--- src/rtl/core/twr_pkg.sv ---
// Shared types, codes and constants of the two-way ranging initiator.
// Used by the channel interfaces and by every module under rtl/core.
package twr_pkg;

	localparam int unsigned STAMP_BITS  = 40;
	localparam int unsigned TS_W        = 40;
	localparam int unsigned PAYLOAD_MIN = 14;

	localparam logic [7:0]  CODE_POLL     = 8'hE0;
	localparam logic [7:0]  CODE_RESP     = 8'hE1;
	localparam logic [7:0]  OWN_ID_RESET  = 8'd0;
	localparam logic [23:0] MM_RESET      = 24'd153695;
	localparam logic [15:0] TIMEOUT_RESET = 16'd200;
	localparam logic [15:0] WAIT_MAX      = 16'hFFFF;
	localparam logic [15:0] Q_ROUND       = 16'h8000;

	localparam logic KIND_POLL    = 1'b0;
	localparam logic KIND_OUTCOME = 1'b1;

	typedef enum logic [2:0] {
		CMD_START     = 3'd0,
		CMD_TX_DONE   = 3'd1,
		CMD_RX_BYTE   = 3'd2,
		CMD_FRAME_END = 3'd3,
		CMD_TICK      = 3'd4
	} twr_cmd_t;

	typedef enum logic [2:0] {
		ST_OK        = 3'd0,
		ST_TIMEOUT   = 3'd1,
		ST_TOO_SHORT = 3'd2,
		ST_BAD_CODE  = 3'd3,
		ST_MISMATCH  = 3'd4
	} twr_status_t;

	typedef enum logic [1:0] {
		REG_OWN_ID      = 2'd0,
		REG_MM_PER_TICK = 2'd1,
		REG_TIMEOUT     = 2'd2
	} twr_reg_t;

	typedef struct packed {
		logic [2:0]      command;
		logic [7:0]      responder;
		logic [7:0]      rx_byte;
		logic [TS_W-1:0] timestamp;
		logic [6:0]      frame_length;
	} twr_req_t;

	typedef struct packed {
		logic               result_kind;
		logic [7:0]         frame_byte;
		logic               last_byte;
		logic [2:0]         status;
		logic signed [31:0] distance_mm;
	} twr_rsp_t;

	typedef struct packed {
		logic [1:0]  reg_index;
		logic [23:0] data;
	} twr_cfg_wr_t;

	typedef struct packed {
		logic [7:0]  own_id;
		logic [23:0] mm_per_tick_q16;
		logic [15:0] timeout_limit;
	} twr_cfg_t;

	// Per-result control that travels down the pipeline next to the datapath.
	typedef struct packed {
		logic        kind;
		logic [7:0]  frame_byte;
		logic        last_byte;
		twr_status_t status;
		logic        do_dist;
	} twr_meta_t;

endpackage

--- src/rtl/core/twr_if.sv ---
// Valid/ready channel interfaces for requests, results and register writes.
// Depends on twr_pkg for the payload types.
interface twr_req_if;
	logic                valid;
	logic                ready;
	twr_pkg::twr_req_t   payload;
	modport source (output valid, output payload, input ready);
	modport sink (input valid, input payload, output ready);
endinterface

interface twr_rsp_if;
	logic                valid;
	logic                ready;
	twr_pkg::twr_rsp_t   payload;
	modport source (output valid, output payload, input ready);
	modport sink (input valid, input payload, output ready);
endinterface

interface twr_cfg_if;
	logic                valid;
	logic                ready;
	twr_pkg::twr_cfg_wr_t payload;
	modport source (output valid, output payload, input ready);
	modport sink (input valid, input payload, output ready);
endinterface

--- src/rtl/core/twr_ctrl.sv ---
// Ranging control: exchange state, response byte store, poll sequencing.
// Produces the first pipeline stage for twr_dist. Depends on twr_pkg.
module twr_ctrl #(
	parameter int unsigned STAMP_BITS = twr_pkg::STAMP_BITS
) (
	input  logic                   clk,
	input  logic                   arst_n,
	input  twr_pkg::twr_cfg_t      cfg_regs,
	input  twr_pkg::twr_req_t      req,
	input  logic                   req_valid,
	output logic                   req_ready,
	input  logic                   adv,
	output logic                   valid_s1,
	output twr_pkg::twr_meta_t     meta_s1,
	output logic [STAMP_BITS-1:0]  rnd_s1,
	output logic [STAMP_BITS-1:0]  rep_s1
);
	localparam int unsigned SB   = STAMP_BITS;
	localparam int unsigned TS_W = twr_pkg::TS_W;
	localparam int unsigned PM   = twr_pkg::PAYLOAD_MIN;

	logic [7:0]      seq_q;
	logic [7:0]      tgt_q;
	logic [SB-1:0]   tx_time_q;
	logic [7:0]      resp_q [PM];
	logic [3:0]      idx_q;
	logic            await_q;
	logic [15:0]     wait_q;
	logic [1:0]      poll_cnt_q;

	logic [7:0]      seq_d;
	logic [7:0]      tgt_d;
	logic [SB-1:0]   tx_time_d;
	logic [3:0]      idx_d;
	logic            await_d;
	logic [15:0]     wait_d;
	logic [1:0]      poll_cnt_d;
	logic            valid_d;
	twr_pkg::twr_meta_t meta_d;

	logic            acc;
	logic            store_byte;
	logic [7:0]      seq_prev;
	logic [15:0]     wait_inc;
	logic [SB-1:0]   t1;
	logic [SB-1:0]   t2;
	logic [SB-1:0]   t3;
	logic [SB-1:0]   t4;
	logic [TS_W+SB-1:0] t2_wide;
	logic [TS_W+SB-1:0] t3_wide;
	logic [TS_W+SB-1:0] t4_wide;
	twr_pkg::twr_status_t check_status;

	assign req_ready = adv && (poll_cnt_q == 2'd0);
	assign acc       = req_valid && req_ready;
	assign seq_prev  = seq_q - 8'd1;
	assign wait_inc  = (wait_q != twr_pkg::WAIT_MAX) ? wait_q + 16'd1 : wait_q;

	// Radio stamps are brought to the ranging modulus, which may be wider or
	// narrower than the 40 bits the radio delivers.
	assign t4_wide = {{SB{1'b0}}, req.timestamp};
	assign t2_wide = {{SB{1'b0}}, resp_q[8], resp_q[7], resp_q[6], resp_q[5], resp_q[4]};
	assign t3_wide = {{SB{1'b0}}, resp_q[13], resp_q[12], resp_q[11], resp_q[10], resp_q[9]};
	assign t4 = t4_wide[SB-1:0];
	assign t2 = t2_wide[SB-1:0];
	assign t3 = t3_wide[SB-1:0];
	assign t1 = tx_time_q;

	assign store_byte = acc && (req.command == twr_pkg::CMD_RX_BYTE) && await_q &&
		(idx_q < 4'(PM));

	always_comb begin
		if (req.frame_length < 7'(PM)) begin
			check_status = twr_pkg::ST_TOO_SHORT;
		end else if (resp_q[0] != twr_pkg::CODE_RESP) begin
			check_status = twr_pkg::ST_BAD_CODE;
		end else if (resp_q[1] != tgt_q || resp_q[2] != cfg_regs.own_id ||
				resp_q[3] != seq_prev) begin
			check_status = twr_pkg::ST_MISMATCH;
		end else begin
			check_status = twr_pkg::ST_OK;
		end
	end

	always_comb begin
		seq_d      = seq_q;
		tgt_d      = tgt_q;
		tx_time_d  = tx_time_q;
		idx_d      = idx_q;
		await_d    = await_q;
		wait_d     = wait_q;
		poll_cnt_d = poll_cnt_q;
		valid_d    = 1'b0;
		meta_d     = '0;
		if (poll_cnt_q != 2'd0) begin
			// Remaining poll bytes follow the code byte while the pipeline advances.
			valid_d         = 1'b1;
			meta_d.kind     = twr_pkg::KIND_POLL;
			poll_cnt_d      = poll_cnt_q - 2'd1;
			case (poll_cnt_q)
				2'd3: begin
					meta_d.frame_byte = cfg_regs.own_id;
				end
				2'd2: begin
					meta_d.frame_byte = tgt_q;
				end
				default: begin
					meta_d.frame_byte = seq_prev;
					meta_d.last_byte  = 1'b1;
				end
			endcase
		end else if (acc) begin
			case (req.command)
				twr_pkg::CMD_START: begin
					valid_d           = 1'b1;
					meta_d.kind       = twr_pkg::KIND_POLL;
					meta_d.frame_byte = twr_pkg::CODE_POLL;
					poll_cnt_d        = 2'd3;
					tgt_d             = req.responder;
					seq_d             = seq_q + 8'd1;
					await_d           = 1'b1;
					idx_d             = 4'd0;
					wait_d            = 16'd0;
				end
				twr_pkg::CMD_TX_DONE: begin
					tx_time_d = t4;
					wait_d    = 16'd0;
				end
				twr_pkg::CMD_RX_BYTE: begin
					if (store_byte) begin
						idx_d = idx_q + 4'd1;
					end
				end
				twr_pkg::CMD_FRAME_END: begin
					if (await_q) begin
						valid_d        = 1'b1;
						meta_d.kind    = twr_pkg::KIND_OUTCOME;
						meta_d.status  = check_status;
						meta_d.do_dist = (check_status == twr_pkg::ST_OK);
						await_d        = 1'b0;
						idx_d          = 4'd0;
					end
				end
				twr_pkg::CMD_TICK: begin
					if (await_q) begin
						wait_d = wait_inc;
						if (wait_inc > cfg_regs.timeout_limit) begin
							valid_d       = 1'b1;
							meta_d.kind   = twr_pkg::KIND_OUTCOME;
							meta_d.status = twr_pkg::ST_TIMEOUT;
							await_d       = 1'b0;
							idx_d         = 4'd0;
						end
					end
				end
				default: begin
				end
			endcase
		end
	end

	always_ff @(posedge clk or negedge arst_n) begin
		if (!arst_n) begin
			seq_q      <= 8'd0;
			tgt_q      <= 8'd0;
			tx_time_q  <= '0;
			idx_q      <= 4'd0;
			await_q    <= 1'b0;
			wait_q     <= 16'd0;
			poll_cnt_q <= 2'd0;
			valid_s1   <= 1'b0;
		end else if (adv) begin
			seq_q      <= seq_d;
			tgt_q      <= tgt_d;
			tx_time_q  <= tx_time_d;
			idx_q      <= idx_d;
			await_q    <= await_d;
			wait_q     <= wait_d;
			poll_cnt_q <= poll_cnt_d;
			valid_s1   <= valid_d;
		end
	end

	always_ff @(posedge clk) begin
		if (adv) begin
			meta_s1 <= meta_d;
			rnd_s1  <= t4 - t1;
			rep_s1  <= t3 - t2;
		end
		if (store_byte) begin
			resp_q[idx_q] <= req.rx_byte;
		end
	end

	a_start_seq: assert property (@(posedge clk) disable iff (!arst_n)
		acc && req.command == twr_pkg::CMD_START |=> poll_cnt_q == 2'd3 && await_q)
		else $error("start did not arm the poll sequence");

	a_end_outcome: assert property (@(posedge clk) disable iff (!arst_n)
		$fell(await_q) |-> valid_s1 && meta_s1.kind == twr_pkg::KIND_OUTCOME)
		else $error("exchange closed without an outcome");

	a_poll_bytes: assert property (@(posedge clk) disable iff (!arst_n)
		poll_cnt_q != 2'd0 && adv |=> valid_s1 && meta_s1.kind == twr_pkg::KIND_POLL)
		else $error("pending poll byte was not issued");

endmodule

--- src/rtl/core/twr_dist.sv ---
// Distance datapath: round-trip difference, magnitude, split multiply,
// rounding and saturation, plus result formatting. Depends on twr_pkg.
module twr_dist #(
	parameter int unsigned STAMP_BITS = twr_pkg::STAMP_BITS
) (
	input  logic                   clk,
	input  logic                   arst_n,
	input  logic                   adv,
	input  logic [23:0]            mm_per_tick_q16,
	input  logic                   valid_s1,
	input  twr_pkg::twr_meta_t     meta_s1,
	input  logic [STAMP_BITS-1:0]  rnd_s1,
	input  logic [STAMP_BITS-1:0]  rep_s1,
	output logic                   valid_s5,
	output twr_pkg::twr_rsp_t      rsp
);
	localparam int unsigned SB = STAMP_BITS;
	localparam int unsigned HW = SB - 16;
	localparam int unsigned PW = HW + 24;
	localparam int unsigned RW = PW + 1;
	localparam logic [RW-1:0] NEG_LIM = RW'(64'h8000_0000);
	localparam logic [RW-1:0] POS_LIM = RW'(64'h7FFF_FFFF);

	logic               valid_s2;
	logic               valid_s3;
	logic               valid_s4;
	twr_pkg::twr_meta_t meta_s2;
	twr_pkg::twr_meta_t meta_s3;
	twr_pkg::twr_meta_t meta_s4;
	twr_pkg::twr_meta_t meta_s5;
	logic [SB-1:0]      d_s2;
	logic [SB-1:0]      mag_s3;
	logic               neg_s3;
	logic               neg_s4;
	logic               neg_s5;
	logic [PW-1:0]      ph_s4;
	logic [39:0]        pl_s4;
	logic [RW-1:0]      r_s5;
	logic [RW-1:0]      r_sat;

	always_ff @(posedge clk or negedge arst_n) begin
		if (!arst_n) begin
			valid_s2 <= 1'b0;
			valid_s3 <= 1'b0;
			valid_s4 <= 1'b0;
			valid_s5 <= 1'b0;
		end else if (adv) begin
			valid_s2 <= valid_s1;
			valid_s3 <= valid_s2;
			valid_s4 <= valid_s3;
			valid_s5 <= valid_s4;
		end
	end

	// The product is split at bit 16 of the magnitude so that each multiply
	// stays narrow; only the low partial product contributes rounding.
	always_ff @(posedge clk) begin
		if (adv) begin
			meta_s2 <= meta_s1;
			meta_s3 <= meta_s2;
			meta_s4 <= meta_s3;
			meta_s5 <= meta_s4;
			d_s2    <= rnd_s1 - rep_s1;
			neg_s3  <= d_s2[SB-1];
			mag_s3  <= d_s2[SB-1] ? (SB'(0) - d_s2) : d_s2;
			neg_s4  <= neg_s3;
			ph_s4   <= PW'(mag_s3[SB-1:16]) * PW'(mm_per_tick_q16);
			pl_s4   <= 40'(mag_s3[15:0]) * 40'(mm_per_tick_q16);
			neg_s5  <= neg_s4;
			r_s5    <= RW'(ph_s4) + RW'((pl_s4 + 40'(twr_pkg::Q_ROUND)) >> 16);
		end
	end

	always_comb begin
		if (neg_s5) begin
			r_sat = (r_s5 > NEG_LIM) ? NEG_LIM : r_s5;
		end else begin
			r_sat = (r_s5 > POS_LIM) ? POS_LIM : r_s5;
		end
	end

	always_comb begin
		rsp.result_kind = meta_s5.kind;
		rsp.frame_byte  = meta_s5.frame_byte;
		rsp.last_byte   = meta_s5.last_byte;
		rsp.status      = meta_s5.status;
		if (!meta_s5.do_dist) begin
			rsp.distance_mm = 32'sd0;
		end else if (neg_s5) begin
			rsp.distance_mm = $signed(32'd0 - r_sat[31:0]);
		end else begin
			rsp.distance_mm = $signed(r_sat[31:0]);
		end
	end

endmodule

--- src/rtl/core/twr_initiator_ranging.sv ---
// Initiator of single-sided two-way ranging. An accepted item is registered in s1 and
// passes s2 to s5 to the output register. The whole pipeline holds while a result waits
// to be taken. Throughput: one item per cycle while the pipeline advances; after a start,
// no request is taken until its four poll bytes have entered the pipeline.
// Reset clears all control state and loads register defaults; response bytes are not reset.
module twr_initiator_ranging #(
	parameter int unsigned STAMP_BITS = twr_pkg::STAMP_BITS
) (
	input logic          clk,
	input logic          arst_n,
	twr_req_if.sink      request,
	twr_rsp_if.source    result,
	twr_cfg_if.sink      cfg
);
	twr_pkg::twr_cfg_t       cfg_q;
	twr_pkg::twr_meta_t      meta_s1;
	twr_pkg::twr_rsp_t       rsp_s5;
	twr_pkg::twr_rsp_t       out_q;
	logic                    out_valid_q;
	logic                    adv;
	logic                    valid_s1;
	logic                    valid_s5;
	logic [STAMP_BITS-1:0]   rnd_s1;
	logic [STAMP_BITS-1:0]   rep_s1;

	assign adv            = !out_valid_q || result.ready;
	assign cfg.ready      = 1'b1;
	assign result.valid   = out_valid_q;
	assign result.payload = out_q;

	always_ff @(posedge clk or negedge arst_n) begin
		if (!arst_n) begin
			cfg_q.own_id          <= twr_pkg::OWN_ID_RESET;
			cfg_q.mm_per_tick_q16 <= twr_pkg::MM_RESET;
			cfg_q.timeout_limit   <= twr_pkg::TIMEOUT_RESET;
		end else if (cfg.valid) begin
			case (cfg.payload.reg_index)
				twr_pkg::REG_OWN_ID: begin
					cfg_q.own_id <= cfg.payload.data[7:0];
				end
				twr_pkg::REG_MM_PER_TICK: begin
					cfg_q.mm_per_tick_q16 <= cfg.payload.data;
				end
				twr_pkg::REG_TIMEOUT: begin
					cfg_q.timeout_limit <= cfg.payload.data[15:0];
				end
				default: begin
				end
			endcase
		end
	end

	twr_ctrl #(
		.STAMP_BITS (STAMP_BITS)
	) u_ctrl (
		.clk       (clk),
		.arst_n    (arst_n),
		.cfg_regs  (cfg_q),
		.req       (request.payload),
		.req_valid (request.valid),
		.req_ready (request.ready),
		.adv       (adv),
		.valid_s1  (valid_s1),
		.meta_s1   (meta_s1),
		.rnd_s1    (rnd_s1),
		.rep_s1    (rep_s1)
	);

	twr_dist #(
		.STAMP_BITS (STAMP_BITS)
	) u_dist (
		.clk             (clk),
		.arst_n          (arst_n),
		.adv             (adv),
		.mm_per_tick_q16 (cfg_q.mm_per_tick_q16),
		.valid_s1        (valid_s1),
		.meta_s1         (meta_s1),
		.rnd_s1          (rnd_s1),
		.rep_s1          (rep_s1),
		.valid_s5        (valid_s5),
		.rsp             (rsp_s5)
	);

	always_ff @(posedge clk or negedge arst_n) begin
		if (!arst_n) begin
			out_valid_q <= 1'b0;
		end else if (adv) begin
			out_valid_q <= valid_s5;
		end
	end

	always_ff @(posedge clk) begin
		if (adv) begin
			out_q <= rsp_s5;
		end
	end

endmodule
--- src/flat_wrapper.sv ---
// flat-port wrapper written by rule: the top's interface ports become plain ports
module twr_initiator_ranging_flat 
#(
	parameter int unsigned STAMP_BITS = twr_pkg::STAMP_BITS
)
  (clk, arst_n, request_valid, request_payload, request_ready, result_valid, result_payload, result_ready, cfg_valid, cfg_payload, cfg_ready);
  twr_req_if request_i ();
  twr_rsp_if result_i ();
  twr_cfg_if cfg_i ();
  input logic clk;
  input logic arst_n;
  input wire logic [$bits(request_i.valid)-1:0] request_valid;
  input wire logic [$bits(request_i.payload)-1:0] request_payload;
  output wire logic [$bits(request_i.ready)-1:0] request_ready;
  output wire logic [$bits(result_i.valid)-1:0] result_valid;
  output wire logic [$bits(result_i.payload)-1:0] result_payload;
  input wire logic [$bits(result_i.ready)-1:0] result_ready;
  input wire logic [$bits(cfg_i.valid)-1:0] cfg_valid;
  input wire logic [$bits(cfg_i.payload)-1:0] cfg_payload;
  output wire logic [$bits(cfg_i.ready)-1:0] cfg_ready;
  assign request_i.valid = request_valid;
  assign request_i.payload = request_payload;
  assign request_ready = request_i.ready;
  assign result_valid = result_i.valid;
  assign result_payload = result_i.payload;
  assign result_i.ready = result_ready;
  assign cfg_i.valid = cfg_valid;
  assign cfg_i.payload = cfg_payload;
  assign cfg_ready = cfg_i.ready;
  twr_initiator_ranging #(.STAMP_BITS(STAMP_BITS)) u_core (.clk(clk), .arst_n(arst_n), .request(request_i), .result(result_i), .cfg(cfg_i));
endmodule
--- config.mk ---
export PLATFORM = sky130hd
export DESIGN_NAME = twr_initiator_ranging_flat
export DESIGN_NICKNAME = d
export VERILOG_FILES = /design/src/rtl/core/twr_pkg.sv /design/src/rtl/core/twr_if.sv /design/src/rtl/core/twr_ctrl.sv /design/src/rtl/core/twr_dist.sv /design/src/rtl/core/twr_initiator_ranging.sv /design/src/flat_wrapper.sv
export SDC_FILE = /design/constraint.sdc
export NUM_CORES = 2
export LEC_CHECK = 0
export ABC_AREA = 1
export BUFFER_PORTS_ARGS = -buffer_cell sky130_fd_sc_hd__buf_2
export CORE_UTILIZATION = 23
export DETAILED_ROUTE_END_ITERATION = 7
export PLACE_DENSITY = 0.44
export SYNTH_ARGS = -nofsm -noshare
export SYNTH_HDL_FRONTEND = slang
export SYNTH_SLANG_ARGS = --single-unit
--- constraint.sdc ---
create_clock -name clk -period 15.93 [get_ports clk]
set_input_delay 3.186 -clock clk [delete_from_list [all_inputs] [get_ports clk]]
set_output_delay 3.186 -clock clk [all_outputs]
set_load 0.005 [all_outputs]
==> results.md <==
| Metric | This run |
|---|---|
| Outcome | completed |
| Sequential fraction of the synthesis area | 28.26% |
| Relative slew margins | 13.78% |
| Most common cell on crit path | sky130_fd_sc_hd__fa_1 |
| CP top delay family | adder cells |
| Clock Latency Late Sink | 0.74 ns |
| Max-cap violations | 0 |
| Vias per cell | 4.274 |
| Critical path's largest stage delay | 0.59 ns |
| Worst-case clock skew | 0.08393 ns |
| Clock Root Buffer | sky130_fd_sc_hd__clkbuf_16 |
| Total global-route track usage | 13.30% |
| Width of the die | 538.6 um |
| Gate Count Post-Synth | 7714 |
| Clk pin slew, worst setup/hold paths | 0.06 ns |
| TritonCTS clock tree | built |
| Last weighted congestion value of the routability-driven placer | 0.8797 |
| Drc violations | 0 |
| Via count of the routed design | 49590 |
| Element type at the critical path start | flop |
| Number of nets in the layout | 9120 |
| Critical path type | reg2reg |
| Distinct cell type count of the synthesized netlist | 67 |
| Placed cell area | 71290 um^2 |
| Number of DRC markers in iteration 0 | 2798 |
| Setup-failing EPs final | 0 |
| Relative area change from synthesis to final layout | 11.65% |
| Synth Cell Area | 66240 um^2 |
| Number of nets produced by synthesis | 9056 |
| Largest buffer count on any clock path | 3 |
| Final count of hold timing violations | 0 |
| Setup repair after global routing missed its margin | no |
| Highest fanout seen on the critical path | 41 |
| Total die area | 290100 um^2 |
| Boundary pin count | 145 |
| Most frequently used flop master after synthesis | sky130_fd_sc_hd__edfxtp_1 |
| # clock sinks | 645 |
| Setup TNS after final layout | 0 ns |
| Crit end category | flop |
| PortBufs | 142 |
| Slowest stage cell on the critical path | sky130_fd_sc_hd__buf_4 |
| Cell area after layout | 73950 um^2 |
| Share of synthesized registers carrying an async set or reset | 20.62% |
| Critical path required time | 16.34 ns |
| Die Ht | 538.6 um |
| Detailed-route wire length per cell | 16.58 um |
| Num CTS Buffers | 80 |
| Post-CTS setup repair buffer count | 0 |
| Share of layout cells above drive strength 1 | 5.650% |
| Slew @ Worst Pin | 1.293 ns |
| Worst min path class | reg2reg |
| Average cell area after synthesis | 8.586 um^2 |
| Final HPWL DP | 149.0 mm |
| Arr. time, crit path | 8.04 ns |
| Cell row count | 196 |
| H-tree Lvls | 3 |
| Starting density of the core | 23.18% |
| Global-route wire length before repair | 304.3 mm |
| Buf+Inv Stages, Crit Path | 6 |
| Hold bufs inserted after CTS | 0 |
| First-pass iteration count of the detailed router | 6 |
| Setup slack of the critical path after layout | 8.303 ns |
| Register bit count reported by yosys | 645 |
| Initial antenna violation count | 7 |
| # fillers | 30914 |
| Number of enable flip-flop cells after synthesis | 512 |
| Global route overflow | 0 |
| Worst setup timing slack at the placement stage | 8.392 ns |
| Number of nets with antenna violations after routing | 0 |
| Filler-free cell count of the finished design | 11604 |
| Time the worst path needs with I/O delays and setup | 7.627 ns |
| Ordered list of cells on the worst path | buf_4 -> nand2_1 -> fa_1 -> inv_1 -> fa_1 -> inv_1 -> fa_1 -> fa_1 -> inv_1 -> fa_1 -> fa_1 -> inv_1 -> fa_1 -> inv_1 -> ha_1 -> a21oi_1 -> o21ai_0 -> a21oi_1 -> nand2_1 -> a21oi_1 -> o21bai_1 -> a21oi_1 -> o21ai_0 -> xor2_1 |
| Synth warn | 0 |
| Via count of the first global-routing pass | 53203 |
| Maximum number of pins on one net before global-route repair | 138 |
| Fin crit share | 47.88% |
| Fin. max-slew vios | 0 |
| Post-detailed-routing wire length | 192.4 mm |
| Core area | 285700 um^2 |
| Max Freq | 0.1311 GHz |
| Cell total after placement | 11458 |
| Number of instances resized during post-cts repair | 0 |
cells in the final DEF, fill, tap and decap left out, drive strengths merged, types with 5 or more instances in the layout:
cell / count
a211oi: 9
a21boi: 10
a21o: 11
a21oi: 332
a221oi: 9
a31oi: 80
and3: 6
buf: 214
bufinv: 5
clkbuf: 100
clkinv: 32
dfrtp: 120
dfstp: 13
edfxtp: 512
fa: 791
ha: 454
inv: 1894
mux2: 9
nand2: 1702
nand3: 145
nand3b: 7
nand4: 44
nor2: 483
nor3: 82
nor4: 22
o2111ai: 7
o211ai: 16
o21a: 26
o21ai: 319
o21bai: 9
o221ai: 10
o22ai: 11
or2: 11
xnor2: 127
xor2: 202
state kept, by name (all words and copies together) (netlist names), 4 cells and up:
register / flops
u_core.u_ctrl.resp_q: 112
u_core.u_dist.mag_s3: 40
u_core.u_dist.meta_s2: 14
u_core.u_dist.ph_s4: 48
u_core.cfg_q: 48
u_core.u_ctrl.rnd_s1: 40
u_core.u_ctrl.wait_q: 16
u_core.u_dist.d_s2: 40
u_core.u_ctrl.meta_s1: 14
u_core.u_ctrl.idx_q: 4
u_core.u_ctrl.seq_q: 8
u_core.u_dist.meta_s4: 14
u_core.u_dist.pl_s4: 25
u_core.u_dist.rsp: 13
u_core.u_dist.meta_s3: 14
u_core.u_ctrl.t1: 40
u_core.u_ctrl.tgt_q: 8
u_core.result.payload: 45
u_core.u_ctrl.rep_s1: 40
u_core.u_dist.r_s5: 49
layout make-up:
class                           instances  area, um^2  area share (%)
Multi-Input combinational cell       4949       39510           53.42
Sequential cell                       645       18720           25.31
Inverter                             1888        7094           9.593
Tap cell                             3762        4707           6.365
Clock buffer                          100        2128           2.878
Timing Repair Buffer                  214        1257           1.700
Clock inverter                         45       536.8          0.7258
Antenna cell                            1       2.502        0.003384
worst register-to-register path, cell delays in order, from the launching register on:
cell                       delay [ns]
sky130_fd_sc_hd__dfstp_2         0.51
sky130_fd_sc_hd__buf_4           0.59
sky130_fd_sc_hd__nand2_1         0.23
sky130_fd_sc_hd__fa_1            0.57
sky130_fd_sc_hd__inv_1           0.05
sky130_fd_sc_hd__fa_1            0.48
sky130_fd_sc_hd__inv_1           0.09
sky130_fd_sc_hd__fa_1            0.48
sky130_fd_sc_hd__fa_1            0.55
sky130_fd_sc_hd__inv_1           0.06
sky130_fd_sc_hd__fa_1            0.53
sky130_fd_sc_hd__fa_1            0.51
sky130_fd_sc_hd__inv_1           0.05
sky130_fd_sc_hd__fa_1            0.47
sky130_fd_sc_hd__inv_1           0.04
sky130_fd_sc_hd__ha_1            0.37
sky130_fd_sc_hd__a21oi_1         0.29
sky130_fd_sc_hd__o21ai_0         0.20
sky130_fd_sc_hd__a21oi_1         0.18
sky130_fd_sc_hd__nand2_1         0.07
sky130_fd_sc_hd__a21oi_1         0.25
sky130_fd_sc_hd__o21bai_1        0.16
sky130_fd_sc_hd__a21oi_1         0.24
sky130_fd_sc_hd__o21ai_0         0.13
sky130_fd_sc_hd__xor2_1          0.20
final timing paths:
kind                                               start                       end  slack [ns]  depth (start not counted)
min in group asynchronous                         arst_n      u_core.u_ctrl.t1[19]        2.53                          1
worst min-delay path            u_core.u_dist.meta_s4[2]     u_core.u_dist.rsp[33]        0.42                          0
worst min register to register  u_core.u_dist.meta_s4[2]     u_core.u_dist.rsp[33]        0.42                          0
max in group asynchronous                         arst_n  u_core.u_ctrl.wait_q[10]       11.98                          2
worst max-delay path                    u_core.cfg_q[19]   u_core.u_dist.ph_s4[47]        8.30                         24
worst max register to register          u_core.cfg_q[19]   u_core.u_dist.ph_s4[47]        8.30                         24
logic make-up after synthesis:
family                   Yosys count  synth area share [%]
XOR/XNOR                         329                 4.350
multiplexers                      10                0.1681
buffers and inverters           2120                 12.11
other                              1              0.005662
AO/OA/AOI/OAI                    858                 7.207
AND/OR/NAND/NOR                 2506                 15.42
adder cells (fa/ha/maj)         1245                 32.48
flip-flops                       645                 28.26
per-stage QoR:
| stage | hold WS [ns] | utilization (%) |
|---|---|---|
| 6_report | 0.4177 | 25.89 |
| 2_1_floorplan | 0.4003 | - |
| 4_1_cts | 0.4167 | 25.88 |
| 5_1_grt | 0.4227 | 25.88 |
| 3_5_place_dp | 0.4045 | 24.95 |
| 3_3_place_gp | 0.4065 | 24.95 |
layer usage:
metal | vias to the layer above | GRT usage (%) | routed length, um
li1 | 23751 | - | -
met1 | 24523 | 18.06 | 90580
met3 | 251 | 1.814 | 8975
met5 | - | 0 | 20
met4 | 2 | 3.039 | 3996
met2 | 1063 | 22.29 | 88880
cell usage after synthesis (all sizes together) (13+ instances only):
library cell,number,share of area (%)
nor4,22,0.24
o211ai,16,0.18
nor2,483,2.8
inv,1888,11
xor2,202,2.7
nand4,44,0.45
ha,454,8.6
clkbuf,213,1.2
fa,791,24
a31oi,80,0.76
dfrtp,120,4.5
buf,19,0.20
xnor2,127,1.7
nand2,1702,9.7
o21ai,319,2.4
nand3,145,1.2
a21oi,332,2.5
dfstp,13,0.52
o21a,26,0.29
edfxtp,512,23
nor3,82,0.64
Power is not shown: default switching activity piles up to over one toggle a cycle in this logic, so the estimate is an artifact.
